--- config.mk ---
export PLATFORM = sky130hd
export DESIGN_NAME = tsi_regs
export DESIGN_NICKNAME = d
export VERILOG_FILES = /design/src/hw/rtl/tsi_pkg.sv /design/src/hw/rtl/tsi_regs.sv
export SDC_FILE = /design/constraint.sdc
export NUM_CORES = 1
export LEC_CHECK = 0
export BUFFER_PORTS_ARGS = -buffer_cell sky130_fd_sc_hd__buf_2
export CORE_MARGIN = 1.5
export CORE_UTILIZATION = 40
export DETAILED_ROUTE_END_ITERATION = 7
export PLACE_DENSITY = 0.66
export SYNTH_ARGS = -nofsm -noshare
export SYNTH_HDL_FRONTEND = slang
export SYNTH_SLANG_ARGS = --single-unit
--- constraint.sdc ---
create_clock -name i_clk -period 11.6 [get_ports i_clk]
set_clock_uncertainty 0.2 [all_clocks]
set_input_delay 3.48 -clock i_clk [delete_from_list [all_inputs] [get_ports i_clk]]
set_output_delay 3.48 -clock i_clk [all_outputs]
set_load 0.05 [all_outputs]
--- src/hw/rtl/tsi_pkg.sv ---
`default_nettype none
package tsi_pkg;

    localparam int TSI_MAX_TRIANGLES = 128;
    localparam int TSI_COORD_BITS    = 16;
    localparam int APB_ADDR_W        = 5;
    localparam int APB_DATA_W        = 32;
    localparam int NUM_SEED_REGS     = 6;

    localparam int SEED_RESET [NUM_SEED_REGS] = '{-4096, -4096, 8192, -4096, 2048, 8192};

    typedef enum logic [2:0] {
        REG_SEED_AX,
        REG_SEED_AY,
        REG_SEED_BX,
        REG_SEED_BY,
        REG_SEED_CX,
        REG_SEED_CY
    } t_reg;

    typedef enum logic [1:0] {
        OP_START,
        OP_INSERT,
        OP_READ
    } t_op;

    typedef enum logic [1:0] {
        STATUS_OK,
        STATUS_MISS,
        STATUS_FULL
    } t_status;

    typedef enum logic [2:0] {
        WR_NONE,
        WR_SEED,
        WR_HIT,
        WR_NEW0,
        WR_NEW1
    } t_wr_sel;

    typedef enum logic [2:0] {
        EM_NONE,
        EM_SEED,
        EM_SPLIT,
        EM_FULL,
        EM_MISS,
        EM_READ
    } t_emit;

    typedef enum logic [2:0] {
        ST_IDLE,
        ST_SEED,
        ST_SCAN,
        ST_HIT,
        ST_WR1,
        ST_WR2,
        ST_READ,
        ST_READ_OUT
    } t_state;

    typedef struct packed {
        logic    load_item;
        logic    scan;
        logic    capture;
        logic    rd_ridx;
        t_wr_sel wr_sel;
        t_emit   emit;
    } t_dp_cmd;

    typedef struct packed {
        logic hit;
        logic scan_done;
        logic full;
    } t_dp_status;

endpackage
`default_nettype wire

--- src/hw/rtl/tsi_regs.sv ---
`default_nettype none
module tsi_regs
    import tsi_pkg::*;
#(
    parameter int COORD_BITS = TSI_COORD_BITS
) (
    input  wire logic                                i_clk,
    input  wire logic                                i_rst_n,
    input  wire logic                                psel,
    input  wire logic                                penable,
    input  wire logic                                pwrite,
    input  wire logic [APB_ADDR_W-1:0]               paddr,
    input  wire logic [APB_DATA_W-1:0]               pwdata,
    output logic      [APB_DATA_W-1:0]               prdata,
    output logic                                     pready,
    output logic      [NUM_SEED_REGS-1:0][COORD_BITS-1:0] o_seed
);

    logic [NUM_SEED_REGS-1:0][COORD_BITS-1:0] r_seed;
    logic [2:0]                               idx;
    logic                                     wr;

    assign idx    = paddr[4:2];
    assign wr     = psel && penable && pwrite && pready;
    assign pready = 1'b1;
    assign o_seed = r_seed;

    always_ff @(posedge i_clk) begin
        if (!i_rst_n) begin
            for (int k = 0; k < NUM_SEED_REGS; k++) begin
                r_seed[k] <= COORD_BITS'(SEED_RESET[k]);
            end
        end else if (wr && idx <= REG_SEED_CY) begin
            r_seed[idx] <= pwdata[COORD_BITS-1:0];
        end
    end

    always_comb begin
        if (idx <= REG_SEED_CY) begin
            prdata = APB_DATA_W'($signed(r_seed[idx]));
        end else begin
            prdata = '0;
        end
    end

endmodule
`default_nettype wire

==> out/qor_table.md <==
| Group | Quantity | Value |
|---|---|---|
| clock tree | Clock-pin transition on the worst setup and hold timing paths | 0.07 ns |
| detailed routing | Detailed-route wire length | 12.7 mm |
| finish | Layout overhead on the synthesized area | 22.3% |
| pwr | Maximum vdd drop | 64.2 uV |
| detailed routing | Routed via count divided by cell count | 5.27 |
| worst setup path | Worst R2R Path Depth | 2 |
| pwr | Leak pwr | 2.66 nW |
| pwr | Ratio of total power to cell area | 135 nW/um^2 |
| worst setup path | WP data required | 7.92 ns |
| worst hold path | Min-Delay Endpoint | o_seed[39] |
| clock tree | Post-CTS setup buffer count | 0 |
| yosys | Synthesis warning total | 0 |
| finish | Number of nets in the final layout | 620 |
| floorplan | IO Pins | 171 |
| run status | Status | completed |
| clock tree | Clock tree root buffer cell | clkbuf_16 |
| yosys | Unique masters post-synth | 27 |
| yosys | Share of the yosys chip area belonging to registers | 42.6% |
| worst setup path | Reg-to-reg critical path startpoint | o_seed[45] |
| finish | Commonest cells after routing, fill and taps aside | buf_2 (150), mux2i_1 (121), nand2_1 (97), dfxtp_1 (96), nor2b_1 (13) |
| floorplan | DIE AREA | 11900 sq um |
| worst hold path | HP Class | flip-flop to flip-flop |
| worst setup path | Critical path fanouts, max | 28 |
| yosys | Count of mapped cells out of synthesis | 463 |
| clock tree | CTS tree | yes |
| run | Maxcap violations | 0 |
| clock tree | Clock sink count | 96 |
| detailed routing | Initial DRC count | 155 |
| finish | Diodes inserted | 0 |
| sta | Final Hold Slack | 0.270 ns |
| worst setup path | Critical path data arrival time | 5.39 ns |
| sta | Setup repair after global routing missed its margin | false |
| sta | Final number of max-transition violations | 0 |
| worst hold path | Hold Crit Depth | 2 |
| finish | Fraction of final layout cells sized beyond drive strength 1 | 32.2% |
| floorplan | Width of the chip | 109 um |
| finish | Most common cell after layout, fill and taps aside | buf_2 |
| global routing | Maximum number of pins on one net before global-route repair | 67 |
| clock tree | Post-CTS sizing | 0 |
| global routing | GR Overflow Total | 0 |
| placed design | HPWL after detailed placement | 8.37 mm |
| placed design | Port-buffer cells | 151 |
| worst setup path | R2r setup slk | 10.61 ns |
| worst setup path | Endpoint of the worst-slack reg-to-reg timing path | o_seed[45] |
| yosys | Post-synthesis instance area | 4510 sq um |
| global routing | Antenna violations before repair | 0 |
| worst setup path | Most Frequent Cell on Critical Path | buf_2 |
| worst setup path | Worst path slowest cell | buf_4 |
| finish | Flip-flop count of the largest register, all copies and words added | 96 |
| floorplan | Standard-cell row count | 38 |
| worst hold path | Source of the worst hold timing path | o_seed[39] |
| sta | Crit path time final | 9.07 ns |
| detailed routing | Number of nets with antenna violations after detailed routing | 0 |
| worst setup path | Type of the worst setup path | input port to primary output |
| detailed routing | Post-route DRC violation count | 0 |
| yosys | Synthesized flop and latch total | 96 |
| worst setup path | Worst path cell trace | buf_2 -> buf_4 -> mux2_2 -> a22oi_1 -> o22ai_1 -> buf_2 |
| clock tree | Number of buffers between clock root and the deepest sink | 2 |
| worst setup path | Endpoint type of the worst setup path | primary output |
| finish | Fin util | 50.4% |
| sta | Total count of hold-check failures in the final report | 0 |
| clock tree | Hold bufs inserted after CTS | 0 |
| sta | Final critical-path share of the clock period | 78.2% |
| global routing | Wire length of the first global-routing pass | 19.6 mm |
| sta | Rel. slew slack | 22.0% |
| global routing | Total global-route track usage | 21.7% |
| clock tree | H-tree Lvls | 3 |
| sta | Fmax | 0.110 GHz |
| clock tree | Total CTS buffers | 9 |
| yosys | Synthesized netlist net count | 505 |
| worst setup path | Largest stage delay on the critical path | 0.51 ns |
| worst setup path | Critical path startpoint category | input port |
| sta | Measured slew at the worst slew-check pin | 1.17 ns |
| detailed routing | Routed wirelength normalized by instance count | 17.6 um |
| sta | Number of setup violations in the final report | 0 |
| yosys | Mean Syn Cell Area | 9.74 sq um |
| clock tree | Clock network latency to the later pin of the worst-skew pair | 0.33 ns |
| global routing | Number of global-route vias before repair | 3691 |
| detailed routing | First-pass iteration count of the detailed router | 4 |
| floorplan | Overall die height | 109 um |
| placed design | Global placer's final weighted congestion | 0.765 |
| floorplan | Core region area | 10900 sq um |
| sta | Setup TNS | 0 ns |
| detailed routing | Via count | 3808 |
| finish | Count of filler cells inserted in the layout | 1026 |
| floorplan | Initial Util | 41.2% |
-- layer usage --
metal / global-route usage (%) / share of wire (%) / up-vias
met1: 28.5 / 45 / 1849
met4: 7.98 / 1.4 / 0
li1: - / - / 1816
met5: 0 / 0 / -
met2: 34.4 / 48 / 127
met3: 5.32 / 6.0 / 16
-- per-stage QoR --
step	cell area (sq um)	instances	setup slack [ns]	power [mW]
4_1_cts	5510	723	2.51	0.753
6_report	5510	723	2.53	0.747
3_3_place_gp	5180	707	2.53	0.426
5_1_grt	5510	723	2.30	0.773
3_5_place_dp	5180	707	2.51	0.427
2_1_floorplan	4510	463	1.83	0.412
-- cell usage after synthesis --
cell / instances / area, sq um
nor2_2: 3 / 18.8
buf_6: 3 / 33.8
nand4_4: 1 / 21.3
conb_1: 1 / 3.75
nor3_1: 1 / 5.00
buf_4: 20 / 150
buf_2: 11 / 55.1
nor2b_1: 13 / 81.3
o21ai_0: 7 / 35.0
inv_1: 7 / 26.3
nand2b_1: 2 / 12.5
clkbuf_1: 18 / 67.6
nand2_1: 97 / 364
or2_1: 1 / 6.26
mux2i_1: 121 / 1210
o311ai_0: 3 / 26.3
o221ai_1: 11 / 96.3
o22ai_1: 6 / 37.5
nand4b_4: 1 / 23.8
a22oi_1: 10 / 75.1
nor2_1: 1 / 3.75
o211ai_1: 4 / 30.0
buf_1: 2 / 7.51
mux2_2: 10 / 113
or3_1: 12 / 75.1
o21a_1: 1 / 7.51
dfxtp_1: 96 / 1920
-- how the worst max path moves through the flow --
stage / from / end / slack (ns) / cells past startpoint
after floorplan: paddr[2] / prdata[16] / 1.83 / 6
after global placement: paddr[2] / prdata[1] / 2.53 / 6
after detailed placement: paddr[2] / prdata[2] / 2.51 / 6
after CTS: paddr[2] / prdata[2] / 2.51 / 6
after global routing: paddr[2] / prdata[20] / 2.30 / 4
final: paddr[2] / prdata[10] / 2.53 / 6
-- critical path, delay by kind of cell --
kind                   cells  cell delay, ns
AO/OA/AOI/OAI              2            0.26
buffers and inverters      3            1.24
multiplexers               1            0.38
-- cell families after synthesis --
| kind of cell | share of synthesized area (%) |
|---|---|
| other | 0.0832 |
| buffers and inverters | 7.55 |
| flip-flops | 42.6 |
| multiplexers | 29.4 |
| AND/OR/NAND/NOR | 13.6 |
| AO/OA/AOI/OAI | 6.83 |
-- power by group --
part           internal (mW)  switching, mW
combinational         0.0200         0.0652
clock                  0.201          0.126
sequential             0.332        0.00200
total                  0.553          0.193
-- final cells by class --
cell class,instances,area (sq um),area share [%]
multi-input cells,306,2250,40.8
flip-flops and latches,96,1920,34.9
repair buffers,158,811,14.7
clock buffers,12,256,4.65
well taps,140,175,3.18
clock inverters,4,76.3,1.38
inverters,7,26.3,0.477
(Power assumes the default switching activity.)
