==> config.mk <==
export PLATFORM = sky130hd
export DESIGN_NAME = tsi_ctrl
export DESIGN_NICKNAME = d
export VERILOG_FILES = /design/src/hw/rtl/tsi_pkg.sv /design/src/hw/rtl/tsi_ctrl.sv
export SDC_FILE = /design/constraint.sdc
export NUM_CORES = 1
export LEC_CHECK = 0
export BUFFER_PORTS_ARGS = -buffer_cell sky130_fd_sc_hd__buf_2
export CORE_AREA = 2 2 39 41
export CTS_CLUSTER_DIAMETER = 100
export DETAILED_ROUTE_END_ITERATION = 8
export DIE_AREA = 0 0 41 43
export GPL_TIMING_DRIVEN = 0
export PLACE_DENSITY_LB_ADDON = 0.2
export SYNTH_ARGS = -nofsm -noshare
export SYNTH_HDL_FRONTEND = slang
export SYNTH_SLANG_ARGS = --single-unit
export TNS_END_PERCENT = 5
==> constraint.sdc <==
create_clock -name i_clk -period 1.6 [get_ports i_clk]
set_input_delay 0.4 -clock i_clk [delete_from_list [all_inputs] [get_ports i_clk]]
set_output_delay 0.4 -clock i_clk [all_outputs]
set_load 0.03 [all_outputs]
==> src/hw/rtl/tsi_pkg.sv <==
`default_nettype none
package tsi_pkg;

    localparam int TSI_MAX_TRIANGLES = 128;
    localparam int TSI_COORD_BITS    = 16;
    localparam int APB_ADDR_W        = 5;
    localparam int APB_DATA_W        = 32;
    localparam int NUM_SEED_REGS     = 6;

    localparam int SEED_RESET [NUM_SEED_REGS] = '{-4096, -4096, 8192, -4096, 2048, 8192};

    typedef enum logic [2:0] {
        REG_SEED_AX,
        REG_SEED_AY,
        REG_SEED_BX,
        REG_SEED_BY,
        REG_SEED_CX,
        REG_SEED_CY
    } t_reg;

    typedef enum logic [1:0] {
        OP_START,
        OP_INSERT,
        OP_READ
    } t_op;

    typedef enum logic [1:0] {
        STATUS_OK,
        STATUS_MISS,
        STATUS_FULL
    } t_status;

    typedef enum logic [2:0] {
        WR_NONE,
        WR_SEED,
        WR_HIT,
        WR_NEW0,
        WR_NEW1
    } t_wr_sel;

    typedef enum logic [2:0] {
        EM_NONE,
        EM_SEED,
        EM_SPLIT,
        EM_FULL,
        EM_MISS,
        EM_READ
    } t_emit;

    typedef enum logic [2:0] {
        ST_IDLE,
        ST_SEED,
        ST_SCAN,
        ST_HIT,
        ST_WR1,
        ST_WR2,
        ST_READ,
        ST_READ_OUT
    } t_state;

    typedef struct packed {
        logic    load_item;
        logic    scan;
        logic    capture;
        logic    rd_ridx;
        t_wr_sel wr_sel;
        t_emit   emit;
    } t_dp_cmd;

    typedef struct packed {
        logic hit;
        logic scan_done;
        logic full;
    } t_dp_status;

endpackage
`default_nettype wire

==> src/hw/rtl/tsi_ctrl.sv <==
`default_nettype none
module tsi_ctrl
    import tsi_pkg::*;
(
    input  wire logic       i_clk,
    input  wire logic       i_rst_n,
    input  wire logic       i_start,
    input  wire logic [1:0] i_opcode,
    input  wire t_dp_status i_st,
    output logic            o_busy,
    output t_dp_cmd         o_cmd
);

    t_state r_state;
    t_state n_state;

    always_ff @(posedge i_clk) begin
        if (!i_rst_n) begin
            r_state <= ST_IDLE;
        end else begin
            r_state <= n_state;
        end
    end

    assign o_busy = (r_state != ST_IDLE);

    always_comb begin
        n_state         = r_state;
        o_cmd.load_item = 1'b0;
        o_cmd.scan      = 1'b0;
        o_cmd.capture   = 1'b0;
        o_cmd.rd_ridx   = 1'b0;
        o_cmd.wr_sel    = WR_NONE;
        o_cmd.emit      = EM_NONE;
        case (r_state)
            ST_IDLE: begin
                if (i_start) begin
                    o_cmd.load_item = 1'b1;
                    case (i_opcode)
                        OP_START:  n_state = ST_SEED;
                        OP_INSERT: n_state = ST_SCAN;
                        OP_READ:   n_state = ST_READ;
                        default:   o_cmd.emit = EM_MISS;
                    endcase
                end
            end
            ST_SEED: begin
                o_cmd.wr_sel = WR_SEED;
                o_cmd.emit   = EM_SEED;
                n_state      = ST_IDLE;
            end
            ST_SCAN: begin
                if (i_st.hit) begin
                    o_cmd.capture = 1'b1;
                    n_state       = ST_HIT;
                end else if (i_st.scan_done) begin
                    o_cmd.emit = EM_MISS;
                    n_state    = ST_IDLE;
                end else begin
                    o_cmd.scan = 1'b1;
                end
            end
            ST_HIT: begin
                if (i_st.full) begin
                    o_cmd.emit = EM_FULL;
                    n_state    = ST_IDLE;
                end else begin
                    o_cmd.wr_sel = WR_HIT;
                    n_state      = ST_WR1;
                end
            end
            ST_WR1: begin
                o_cmd.wr_sel = WR_NEW0;
                n_state      = ST_WR2;
            end
            ST_WR2: begin
                o_cmd.wr_sel = WR_NEW1;
                o_cmd.emit   = EM_SPLIT;
                n_state      = ST_IDLE;
            end
            ST_READ: begin
                o_cmd.rd_ridx = 1'b1;
                n_state       = ST_READ_OUT;
            end
            ST_READ_OUT: begin
                o_cmd.emit = EM_READ;
                n_state    = ST_IDLE;
            end
            default: begin
                n_state = ST_IDLE;
            end
        endcase
    end

endmodule
`default_nettype wire

==> results.yml <==
critical_path:
  crit_family: "simple AND/OR/NAND/NOR gates"
  slowest_delay_ns: 0.35
  r2r_slack_ns: 0.31
  slowest_stage: "or3b_1"
  critPathRequiredTime_ns: 1.20
  cp.depth: 4
  critPathLaunch: "r_state[1]"
  critical_path.endpoint: "o_cmd[4]"
  timing.rr.end: "r_state[2]"
  arrival_ns: 1.38
  cp-end-kind: "output pin"
  worstPathCellList: "or3b_1 > or2_1 > o21ai_2 > buf_6"
  critical_path_class: "reg2out"
  timing.rr.start: "r_state[1]"
  cp_max_fo: 4
  crit_buf_inv: 1
  r2r_cells: 5
  start_kind: "register"
sta:
  grt_setup_unrepaired: "true"
  timing.final.ws_setup_ns: -0.177
  layout_min_cycle_time_ns: 1.78
  finalMaxSlewViolations: 0
  hold_viol_final: 0
  fin_skew_ns: 0.00455
  relSlewSlack: 0.844
  timing.fmax_mhz: 563
  setup_viol: 4
  holdWs_ns: 0.449
  tightestPinTransition_ns: 0.233
  finalCritPeriodShare: 1.11
cts:
  numCtsBuffers: 3
  cts_tree: "done"
  clock_path_buffers: 2
  h-tree-depth: 1
  root_buffer: "clkbuf_4"
  clk_pin_slew_worst_paths_ns: 0.03
  clkLatencyLatePin_ns: 0.23
  cts_sinks: 3
power:
  p_sw_frac: 0.419
  power.density_nw_per_um2: 823
  ir_worst_vdd_mv: 0.303
  comb_power_share: 0.536
  internal-power_uw: 281
  p_seq_frac: 0.186
  switchingPower_uw: 202
  clkPwrFrac: 0.278
  p_leak_uw: 0.000295
job:
  cap_viol_max_count: 0
layout:
  design_area_um2: 587
  areaGrowthSynthToFinish_pct: 52.8
  top_regs: "r_state x3"
  drive_gt1_frac: 0.413
  final_cell_mix: "buf_2 (13), nand2_1 (5), clkbuf_4 (5)"
  final_nets: 93
  fillCellCount: 157
  largest_register_ffs: 3
  mostFrequentLayoutCell: "buf_2"
  diodes: 0
  regMostFlops: "r_state"
logic_synthesis:
  yosys_warnings: 0
  ys_seq_area_frac: 0.156
  synthesis.nets: 68
  synth_seq_cells: 3
  synthCells: 56
  yosys.cell_types.count: 22
  avgSynthCellArea_um2: 6.86
  synthesis.area_um2: 384
detailed_routing:
  drtIter0Drc: 3
  routedWlPerCell_um: 9.77
  routed_via_density: 4.60
  antenna_left: 0
  drc: 0
  wl_um: 938
  dr.pass1.iters: 2
  num_vias: 442
floorplan:
  num_rows: 14
  die_x_um: 41
  die_h_um: 43
  coreArea_um2: 1380
  pin_count: 19
  die_area_um2: 1760
  start_util: 0.278
min_path:
  hp-class: "in2reg"
  whs_path_depth: 3
place:
  portBuffers: 18
  hpwl_um: 730
  place_area_um2: 498
  place.gp.congestion: 0.841
global_route:
  grt_pass1_wl_um: 1450
  grt_overflow_total: 0
  globalRouteTotalUtil: 0.121
  grt_max_degree: 11
  antenna_found_initial: 0
  grt_pass1_vias: 398
outcome:
  status: "finished, violations left"
  failed_checks: "negative setup slack"
Yosys cell counts:
| cell type | number | share of area |
|---|---|---|
| nand2_1 | 6 | 0.059 |
| o21ai_1 | 4 | 0.052 |
| or2_1 | 1 | 0.016 |
| a21oi_1 | 3 | 0.039 |
| nor2_2 | 1 | 0.016 |
| xnor2_1 | 1 | 0.023 |
| o21a_1 | 2 | 0.039 |
| or3b_1 | 2 | 0.046 |
| buf_2 | 2 | 0.026 |
| buf_6 | 1 | 0.029 |
| nor2_1 | 4 | 0.039 |
| nor3_1 | 3 | 0.039 |
| and3_1 | 5 | 0.081 |
| ha_1 | 4 | 0.13 |
| nand3b_1 | 3 | 0.059 |
| a211oi_1 | 1 | 0.020 |
| inv_1 | 4 | 0.039 |
| dfxtp_1 | 3 | 0.16 |
| nand2b_1 | 1 | 0.016 |
| nand3_1 | 2 | 0.026 |
| o21ai_0 | 2 | 0.026 |
| nand2b_2 | 1 | 0.023 |
repair_timing:
action	in CTS	in global routing
endpoints found under the setup margin	9	9
buffers inserted	2	0
hold buffers	0	0
resized for setup	9	9
pin swaps	1	2
power by group through the flow:
stage,Combinational (uW),Sequential (uW),Clock [uW]
floorplan,173,90.4,0
global placement,232,92.9,0
detailed placement,232,93.0,0
CTS,254,90.4,136
global route,286,91.1,148
finish,259,89.9,134
kinds of logic (layout without fill, tap and decap cells):
family / count (synthesis) / in the layout / synth area share
adder cells (fa/ha/maj): 4 / 4 / 0.130
buffers and inverters: 7 / 31 / 0.0945
AO/OA/AOI/OAI: 12 / 12 / 0.176
flip-flops: 3 / 3 / 0.156
XOR/XNOR: 1 / 1 / 0.0228
AND/OR/NAND/NOR: 29 / 29 / 0.420
stage by stage:
stage               TNS [ns]  total power (uW)  setup slack (ns)  utilization  instances
global placement      -0.178               324            -0.153        0.360         90
global route          -0.795               525            -0.228        0.424         96
finish                -0.297               483            -0.177        0.424         96
detailed placement    -0.188               325            -0.165        0.360         90
floorplan                  0               263            0.0581            -         56
CTS                   -0.459               481            -0.208        0.409         96
worst min path at each step:
stage | start | end | slack, ns
2_1_floorplan | r_state[0] | r_state[0] | 0.52
3_3_place_gp | r_state[0] | r_state[0] | 0.55
3_5_place_dp | r_state[0] | r_state[0] | 0.55
4_1_cts | i_rst_n | r_state[1] | 0.44
5_1_grt | i_rst_n | r_state[1] | 0.45
6_report | i_rst_n | r_state[1] | 0.45
worst reg2reg max path: stages (launching register included):
cell and delay, ns:
dfxtp_4 0.34, or3b_1 0.35, or2_1 0.24, buf_4 0.14, o21a_1 0.10, nor2_2 0.06
area by class of cell:
| cell class | instances | area (um^2) | share of cell area |
|---|---|---|---|
| well taps | 16 | 20.0 | 0.0341 |
| plain buffers | 3 | 23.8 | 0.0405 |
| flip-flops and latches | 3 | 63.8 | 0.109 |
| multi-input cells | 46 | 307 | 0.522 |
| inverters | 4 | 15.0 | 0.0256 |
| clock buffers | 4 | 26.3 | 0.0448 |
| repair buffers | 20 | 131 | 0.224 |
per-layer routing:
| metal | GRT usage | part of all wire | vias up |
|---|---|---|---|
| met1 | 0.118 | 0.42 | 188 |
| met3 | 0.0366 | 0.062 | 0 |
| li1 | - | - | 242 |
| met2 | 0.203 | 0.51 | 12 |
| met5 | 0 | 0 | - |
| met4 | 0.0800 | 0 | 0 |
No activity file was read; power rests on OpenSTA's default activity.
